$ cat src/hdl/srp_pkg.sv
package srp_pkg;

    // Default number of extra fraction bits below the 1/256 degree unit.
    localparam int FRAC_BITS_DEF = 16;

    // Width of the frame length, which is also the divisor of the slope division.
    localparam int DIVISOR_W = 16;

    // Pulse count for an angle of zero.
    localparam logic [11:0] PULSE_CENTER = 12'd1920;

    typedef enum logic {
        OP_TICK     = 1'b0,
        OP_SETPOINT = 1'b1
    } op_t;

endpackage

$ cat src/hdl/servo_ramp_pwm_generator_unit.sv
// Channel  Handshake            Payload
// -------  -------------------  ------------------------------------------
// in       in_valid / in_ready  opcode, target_x, target_y, frame_ticks
// out      out_valid/ out_ready pulse_x, pulse_y (one request per tick)
//
// A tick runs a bit-serial addition of both axes and then a write-back state;
// no new item is taken until the tick has returned to idle.
// A setpoint runs both slope divisions in parallel, one quotient bit per cycle,
// and the next item is taken only once both dividers are done.
// Reset clears positions, goals and slopes to zero; no clearing pass is needed.
// A stalled output holds the write-back of the next tick and with it further input;
// until then, inputs are taken while a result waits.
module servo_ramp_pwm_generator_unit #(
    parameter int FRAC_BITS = srp_pkg::FRAC_BITS_DEF
) (
    input  logic               clk,
    input  logic               rst_n,
    input  logic               in_valid,
    output logic               in_ready,
    input  logic               opcode,
    input  logic signed [15:0] target_x,
    input  logic signed [15:0] target_y,
    input  logic [15:0]        frame_ticks,
    output logic               out_valid,
    input  logic               out_ready,
    output logic [11:0]        pulse_x,
    output logic [11:0]        pulse_y
);
    import srp_pkg::*;

    localparam int P  = 17 + FRAC_BITS;   // position width
    localparam int Q  = 16 + FRAC_BITS;   // slope magnitude width
    localparam int S  = P + 1;            // sum width before saturation
    localparam int K  = 7 + FRAC_BITS;    // shift from position to half degrees
    localparam int CW = $clog2(S);

    localparam logic [CW-1:0] CNT_P    = CW'(P);
    localparam logic [CW-1:0] CNT_Q    = CW'(Q);
    localparam logic [CW-1:0] CNT_LAST = CW'(S - 1);
    localparam logic [P-1:0]  POS_LIM  = {2'b01, {(P-2){1'b0}}};
    localparam logic [P-1:0]  NEG_LIM  = {2'b11, {(P-2){1'b0}}};

    typedef enum logic [1:0] {
        ST_IDLE,
        ST_ADD,
        ST_WB,
        ST_DIV
    } state_t;

    state_t               state_reg;
    logic [CW-1:0]        cnt_reg;
    logic [P-1:0]         pos_x_reg, pos_y_reg;
    logic [Q-1:0]         mag_x_reg, mag_y_reg;
    logic                 neg_x_reg, neg_y_reg;
    logic signed [15:0]   goal_x_reg, goal_y_reg;
    logic [S-1:0]         sum_x_reg, sum_y_reg;
    logic                 cx_reg, cy_reg;
    logic                 out_valid_reg;
    logic [11:0]          pulse_x_reg, pulse_y_reg;

    logic                 accept;
    logic                 wb_fire;
    logic                 div_start;
    logic                 div_x_busy, div_y_busy;
    logic [Q-1:0]         quo_x, quo_y;
    logic [16:0]          diff_x, diff_y;
    logic [16:0]          abs_x, abs_y;
    logic [DIVISOR_W-1:0] ticks_eff;
    logic [Q-1:0]         dvd_x, dvd_y;

    logic                 a_x, b_x, ci_x, s_x, co_x;
    logic                 a_y, b_y, ci_y, s_y, co_y;
    logic [P-1:0]         sat_x, sat_y;

    function automatic logic [P-1:0] saturate(input logic [S-1:0] s);
        logic pos_ovf;
        logic neg_ovf;
        pos_ovf = !s[S-1] && (s[P-1] || (s[P-2] && (|s[P-3:0])));
        neg_ovf = s[S-1] && !(&s[S-1:P-2]);
        if (pos_ovf)
            return POS_LIM;
        else if (neg_ovf)
            return NEG_LIM;
        else
            return s[P-1:0];
    endfunction

    // Pulse = 1920 + floor(-pos / 2^K), written as 1920 - floor(pos / 2^K) minus
    // one when any of the dropped bits is set.
    function automatic logic [11:0] pulse_of(input logic [P-1:0] p);
        logic [P-K-1:0] hi;
        logic           lo_nz;
        hi    = p[P-1:K];
        lo_nz = |p[K-1:0];
        return PULSE_CENTER - {{(12-(P-K)){hi[P-K-1]}}, hi} - {11'd0, lo_nz};
    endfunction

    assign accept    = in_valid && in_ready;
    assign in_ready  = state_reg == ST_IDLE;
    assign div_start = accept && (op_t'(opcode) == OP_SETPOINT);
    assign wb_fire   = (state_reg == ST_WB) && (!out_valid_reg || out_ready);

    // Slope magnitude and sign; the sign is applied later by the serial adder.
    assign diff_x    = {target_x[15], target_x} - {goal_x_reg[15], goal_x_reg};
    assign diff_y    = {target_y[15], target_y} - {goal_y_reg[15], goal_y_reg};
    assign abs_x     = diff_x[16] ? (17'd0 - diff_x) : diff_x;
    assign abs_y     = diff_y[16] ? (17'd0 - diff_y) : diff_y;
    assign dvd_x     = {abs_x[15:0], {FRAC_BITS{1'b0}}};
    assign dvd_y     = {abs_y[15:0], {FRAC_BITS{1'b0}}};
    assign ticks_eff = (frame_ticks == '0) ? DIVISOR_W'(1) : frame_ticks;

    srp_div #(
        .DW (Q)
    ) u_div_x (
        .clk      (clk),
        .rst_n    (rst_n),
        .start    (div_start),
        .dividend (dvd_x),
        .divisor  (ticks_eff),
        .busy     (div_x_busy),
        .quotient (quo_x)
    );

    srp_div #(
        .DW (Q)
    ) u_div_y (
        .clk      (clk),
        .rst_n    (rst_n),
        .start    (div_start),
        .dividend (dvd_y),
        .divisor  (ticks_eff),
        .busy     (div_y_busy),
        .quotient (quo_y)
    );

    // Bit-serial adders, least significant bit first. A negative slope is added
    // as its inverted magnitude with a carry of one into the first bit.
    assign a_x  = (cnt_reg < CNT_P) ? pos_x_reg[0] : pos_x_reg[P-1];
    assign b_x  = ((cnt_reg < CNT_Q) ? mag_x_reg[0] : 1'b0) ^ neg_x_reg;
    assign ci_x = (cnt_reg == '0) ? neg_x_reg : cx_reg;
    assign s_x  = a_x ^ b_x ^ ci_x;
    assign co_x = (a_x & b_x) | (a_x & ci_x) | (b_x & ci_x);

    assign a_y  = (cnt_reg < CNT_P) ? pos_y_reg[0] : pos_y_reg[P-1];
    assign b_y  = ((cnt_reg < CNT_Q) ? mag_y_reg[0] : 1'b0) ^ neg_y_reg;
    assign ci_y = (cnt_reg == '0) ? neg_y_reg : cy_reg;
    assign s_y  = a_y ^ b_y ^ ci_y;
    assign co_y = (a_y & b_y) | (a_y & ci_y) | (b_y & ci_y);

    assign sat_x = saturate(sum_x_reg);
    assign sat_y = saturate(sum_y_reg);

    always_ff @(posedge clk or negedge rst_n)
    begin
        if (!rst_n)
        begin
            state_reg     <= ST_IDLE;
            cnt_reg       <= '0;
            pos_x_reg     <= '0;
            pos_y_reg     <= '0;
            mag_x_reg     <= '0;
            mag_y_reg     <= '0;
            neg_x_reg     <= 1'b0;
            neg_y_reg     <= 1'b0;
            goal_x_reg    <= '0;
            goal_y_reg    <= '0;
            sum_x_reg     <= '0;
            sum_y_reg     <= '0;
            cx_reg        <= 1'b0;
            cy_reg        <= 1'b0;
            out_valid_reg <= 1'b0;
            pulse_x_reg   <= '0;
            pulse_y_reg   <= '0;
        end
        else
        begin
            if (wb_fire)
            begin
                out_valid_reg <= 1'b1;
            end
            else if (out_valid_reg && out_ready)
            begin
                out_valid_reg <= 1'b0;
            end

            unique case (state_reg)
                ST_IDLE:
                begin
                    if (accept)
                    begin
                        cnt_reg <= '0;
                        if (op_t'(opcode) == OP_SETPOINT)
                        begin
                            pos_x_reg  <= {goal_x_reg[15], goal_x_reg, {FRAC_BITS{1'b0}}};
                            pos_y_reg  <= {goal_y_reg[15], goal_y_reg, {FRAC_BITS{1'b0}}};
                            neg_x_reg  <= diff_x[16];
                            neg_y_reg  <= diff_y[16];
                            goal_x_reg <= target_x;
                            goal_y_reg <= target_y;
                            state_reg  <= ST_DIV;
                        end
                        else
                        begin
                            state_reg <= ST_ADD;
                        end
                    end
                end

                ST_ADD:
                begin
                    sum_x_reg <= {s_x, sum_x_reg[S-1:1]};
                    sum_y_reg <= {s_y, sum_y_reg[S-1:1]};
                    cx_reg    <= co_x;
                    cy_reg    <= co_y;
                    // Both registers rotate back to their original value.
                    if (cnt_reg < CNT_P)
                    begin
                        pos_x_reg <= {pos_x_reg[0], pos_x_reg[P-1:1]};
                        pos_y_reg <= {pos_y_reg[0], pos_y_reg[P-1:1]};
                    end
                    if (cnt_reg < CNT_Q)
                    begin
                        mag_x_reg <= {mag_x_reg[0], mag_x_reg[Q-1:1]};
                        mag_y_reg <= {mag_y_reg[0], mag_y_reg[Q-1:1]};
                    end
                    if (cnt_reg == CNT_LAST)
                    begin
                        state_reg <= ST_WB;
                    end
                    else
                    begin
                        cnt_reg <= cnt_reg + CW'(1);
                    end
                end

                ST_WB:
                begin
                    if (wb_fire)
                    begin
                        pos_x_reg   <= sat_x;
                        pos_y_reg   <= sat_y;
                        pulse_x_reg <= pulse_of(sat_x);
                        pulse_y_reg <= pulse_of(sat_y);
                        state_reg   <= ST_IDLE;
                    end
                end

                ST_DIV:
                begin
                    if (!div_x_busy && !div_y_busy)
                    begin
                        mag_x_reg <= quo_x;
                        mag_y_reg <= quo_y;
                        state_reg <= ST_IDLE;
                    end
                end

                default:
                begin
                    state_reg <= ST_IDLE;
                end
            endcase
        end
    end

    assign out_valid = out_valid_reg;
    assign pulse_x   = pulse_x_reg;
    assign pulse_y   = pulse_y_reg;

endmodule

$ cat src/hdl/srp_div.sv
module srp_div #(
    parameter int DW = 32
) (
    input  logic                          clk,
    input  logic                          rst_n,
    input  logic                          start,
    input  logic [DW-1:0]                 dividend,
    input  logic [srp_pkg::DIVISOR_W-1:0] divisor,
    output logic                          busy,
    output logic [DW-1:0]                 quotient
);
    import srp_pkg::*;

    localparam int CW = $clog2(DW + 1);

    logic [CW-1:0]        cnt_reg;
    logic [DW-1:0]        num_reg;
    logic [DW-1:0]        quo_reg;
    logic [DIVISOR_W-1:0] den_reg;
    logic [DIVISOR_W-1:0] rem_reg;

    logic [DIVISOR_W:0]   trial;
    logic [DIVISOR_W:0]   trial_diff;
    logic                 fits;

    // Restoring division, one quotient bit per cycle, most significant first.
    // The remainder stays below the divisor, so it never needs more than DIVISOR_W bits.
    assign trial      = {rem_reg, num_reg[DW-1]};
    assign fits       = trial >= {1'b0, den_reg};
    assign trial_diff = trial - {1'b0, den_reg};

    always_ff @(posedge clk or negedge rst_n)
    begin
        if (!rst_n)
        begin
            cnt_reg <= '0;
        end
        else if (start)
        begin
            cnt_reg <= CW'(DW);
        end
        else if (cnt_reg != '0)
        begin
            cnt_reg <= cnt_reg - CW'(1);
        end
    end

    always_ff @(posedge clk)
    begin
        if (start)
        begin
            num_reg <= dividend;
            den_reg <= divisor;
            rem_reg <= '0;
        end
        else if (cnt_reg != '0)
        begin
            rem_reg <= fits ? trial_diff[DIVISOR_W-1:0] : trial[DIVISOR_W-1:0];
            num_reg <= {num_reg[DW-2:0], 1'b0};
            quo_reg <= {quo_reg[DW-2:0], fits};
        end
    end

    assign busy     = cnt_reg != '0;
    assign quotient = quo_reg;

endmodule

$ cat config.mk
export PLATFORM = sky130hd
export DESIGN_NAME = servo_ramp_pwm_generator_unit
export DESIGN_NICKNAME = d
export VERILOG_FILES = /design/src/hdl/srp_pkg.sv /design/src/hdl/servo_ramp_pwm_generator_unit.sv /design/src/hdl/srp_div.sv
export SDC_FILE = /design/constraint.sdc
export NUM_CORES = 1
export LEC_CHECK = 0
export ABC_AREA = 1
export BUFFER_PORTS_ARGS = -buffer_cell sky130_fd_sc_hd__buf_2
export CORE_MARGIN = 5
export CORE_UTILIZATION = 65
export DETAILED_ROUTE_END_ITERATION = 6
export PLACE_DENSITY = 0.94
export SLEW_MARGIN = 20
export SYNTH_ARGS = -nofsm -noshare
export SYNTH_HDL_FRONTEND = slang
export SYNTH_SLANG_ARGS = --single-unit
$ cat constraint.sdc
create_clock -name clk -period 4.8 [get_ports clk]
set_input_delay 0.96 -clock clk [delete_from_list [all_inputs] [get_ports clk]]
set_output_delay 0.96 -clock clk [all_outputs]
set_load 0.05 [all_outputs]
==> results.cfg <==
[setup_path]
r2r-start = sum_y_reg[27]
reg2reg_slack_ns = 0.73
crit_path_frequent_cell = nand3_1
reg2reg_depth = 25
path_max_fanout = 15
cp-endpoint = pulse_y[9]
startpoint_type = flop
cp-end-kind = flop
critical_path_class = flop to flop
cpPeakStageDelay_ns = 0.49
cpMaxStageDelayCell = o21ai_2
worstPathArrival_ns = 4.49
cp-startpoint = sum_y_reg[27]
cp.required_ns = 5.22
reg2reg_to = pulse_y[9]

[route]
wl_mm = 56.3
postRouteAntennaNets = 0
post_drt_wl_per_cell_um = 16.9
vias = 20000
viasPerCell = 5.99
drtIter0Drc = 2291
drc_errors = 0
drt_first_pass_iters = 6

[job]
maxCapViolations = 0

[timing]
fin_crit_sh = 0.848
finalClockSkew_ns = 0.0100
finalHoldViolations = 0
fmax_mhz = 246
tightest_slew_ns = 1.07
rsz0062_at_grt = false
setup_viol = 0
drv_slew = 0
min_period_ns = 4.07
fin_tns_setup_ns = 0
setup_ws_ns = 0.729
relSlewSlack = 0.286

[place]
place_ws_ns = 0.868
place_congestion = 0.908
portBuffers = 78
dp_hpwl_mm = 37.2

[final_layout]
areaGrowthSynthToFinish_pct = 8.93
diodes = 0
layout_commonest_cell = nand2_1
layout.nets = 2994
drive_gt1_frac = 0.0780
final_cell_mix = 762 x nand2_1, 361 x inv_1, 298 x o21ai_0, 279 x dfrtp_1, 138 x nand3_1

[global_routing]
overflow = 0
grtUsageTotal = 0.287
grt_pass1_wl_mm = 94.4
grt_max_degree = 129
grt_pass1_vias = 19300
antenna_found_initial = 1

[yosys]
syn_area_um2 = 23100
ys_seq_elements = 423
async_reset_ff_frac = 0.660
synth_ff_type = dfrtp_1
avgSynthCellArea_um2 = 8.16
seq_area_frac_synth = 0.475
synthesis.instances = 2836
mappedNetlistNets = 2990
ys.warnings.count = 0
synth_cell_types = 60
synth_edf_count = 112

[cts]
numCtsBuffers = 42
clk_latency_ns = 0.55
cts_setup_buffers = 0
cts-root-buf = clkbuf_16
htreeDepth = 2
path_clk_slew_ns = 0.06
cts-hold-fix-buffers = 0
cts.sinks = 423
cts_resized = 0
cts_tree = done
clock_path_buffers = 3

[power]
pwr-share-clk = 0.180
p_seq_frac = 0.312
power.density_nw_per_um2 = 784
p_int_mw = 10.7
peakVddDrop_v = 0.000532
p_leak_nw = 12.0
comb_power_share = 0.508
p_sw_mw = 9.01
p_sw_frac = 0.456

[die]
pin_count = 79
rows = 69
dieArea_um2 = 39500
coreArea_um2 = 35300
initial_core_util = 0.655
die_x_um = 199
die_h_um = 199

[run_status]
status = finished clean

[min_path]
worst_hold_path_type = input port to async pin
-- per-layer routing --
metal | up-vias | routed length [µm] | GRT usage | share of wire
met3 | 170 | 4310 | 0.0467 | 0.076
li1 | 9415 | - | - | -
met2 | 904 | 26900 | 0.472 | 0.48
met5 | - | 13 | 0 | 0.00023
met1 | 9467 | 23500 | 0.400 | 0.42
met4 | 2 | 1590 | 0.0805 | 0.028
-- Yosys cell counts, drive strengths merged (6+ instances only) --
master / number / area share
or2: 9 / 0.0024
dfrtp: 279 / 0.30
xnor2: 28 / 0.012
xor2: 31 / 0.012
nor2: 120 / 0.020
clkbuf: 87 / 0.014
a31oi: 16 / 0.0043
a21oi: 106 / 0.024
nor4: 11 / 0.0030
ha: 95 / 0.051
nand3b: 9 / 0.0029
edfxtp: 112 / 0.15
nand2: 779 / 0.13
o211ai: 88 / 0.029
nor3: 23 / 0.0052
o22ai: 37 / 0.010
inv: 365 / 0.059
buf: 51 / 0.012
a21o: 11 / 0.0036
nand4: 58 / 0.016
o21ai: 308 / 0.067
dfxtp: 32 / 0.028
nand3: 145 / 0.033
fa: 6 / 0.0052
-- worst min path at each step --
stage	end	startpoint	cells past startpoint
after floorplan	u_div_y.rem_reg[15]	u_div_y.rem_reg[15]	2
after global placement	u_div_y.quotient[20]	u_div_y.quotient[19]	0
after detailed placement	u_div_x.quotient[8]	u_div_x.quotient[7]	0
after CTS	u_div_x.quotient[8]	u_div_x.quotient[7]	0
after global routing	u_div_y.quotient[19]	u_div_y.quotient[18]	0
final	goal_y_reg[6]	rst_n	1
-- critical path: cells and delay by family, from the launching register on --
kind,cells,cell delay [ns]
compound gates,5,1.14
fa+ha+maj,3,0.52
buf+inv,5,0.60
flops,1,0.41
simple gates,12,1.23
-- power groups by stage --
| stage | sequential [mW] | combinational (mW) | clock (mW) |
|---|---|---|---|
| finish | 6.16 | 10.0 | 3.56 |
| global route | 6.29 | 11.3 | 3.74 |
| CTS | 6.12 | 9.90 | 3.59 |
| detailed placement | 6.14 | 9.70 | 0 |
| global placement | 6.05 | 9.21 | 0 |
| floorplan | 6.12 | 7.56 | 0 |
-- cell families (layout without fill, tap and decap cells) --
| family | after synthesis | count (layout) | share of synthesized area |
|---|---|---|---|
| simple gates | 1159 | 1159 | 0.212 |
| buf+inv | 503 | 540 | 0.0857 |
| fa+ha+maj | 101 | 101 | 0.0566 |
| flops | 423 | 423 | 0.475 |
| compound gates | 591 | 591 | 0.147 |
| xor+xnor | 59 | 59 | 0.0236 |
-- area by class of cell --
| type | instances | area (µm²) |
|---|---|---|
| inverter | 365 | 1370 |
| timing repair buffer | 98 | 579 |
| clock inverter | 15 | 248 |
| tap | 461 | 577 |
| multi-input combinational | 1910 | 10200 |
| fill | 2429 | 10100 |
| clock buffer | 62 | 1240 |
| sequential | 423 | 11000 |
-- metrics by stage --
step | std cells | power, mW | util | cell area (µm²) | hold slack [ns]
2_1_floorplan | 2836 | 13.7 | - | 23100 | 0.427
3_3_place_gp | 3257 | 15.3 | 0.671 | 23700 | 0.431
3_5_place_dp | 3257 | 15.8 | 0.671 | 23700 | 0.437
4_1_cts | 3334 | 19.6 | 0.713 | 25200 | 0.452
5_1_grt | 3334 | 21.3 | 0.714 | 25200 | 0.462
6_report | 3334 | 19.8 | 0.714 | 25200 | 0.424
No activity file was read; power rests on OpenSTA's default activity.
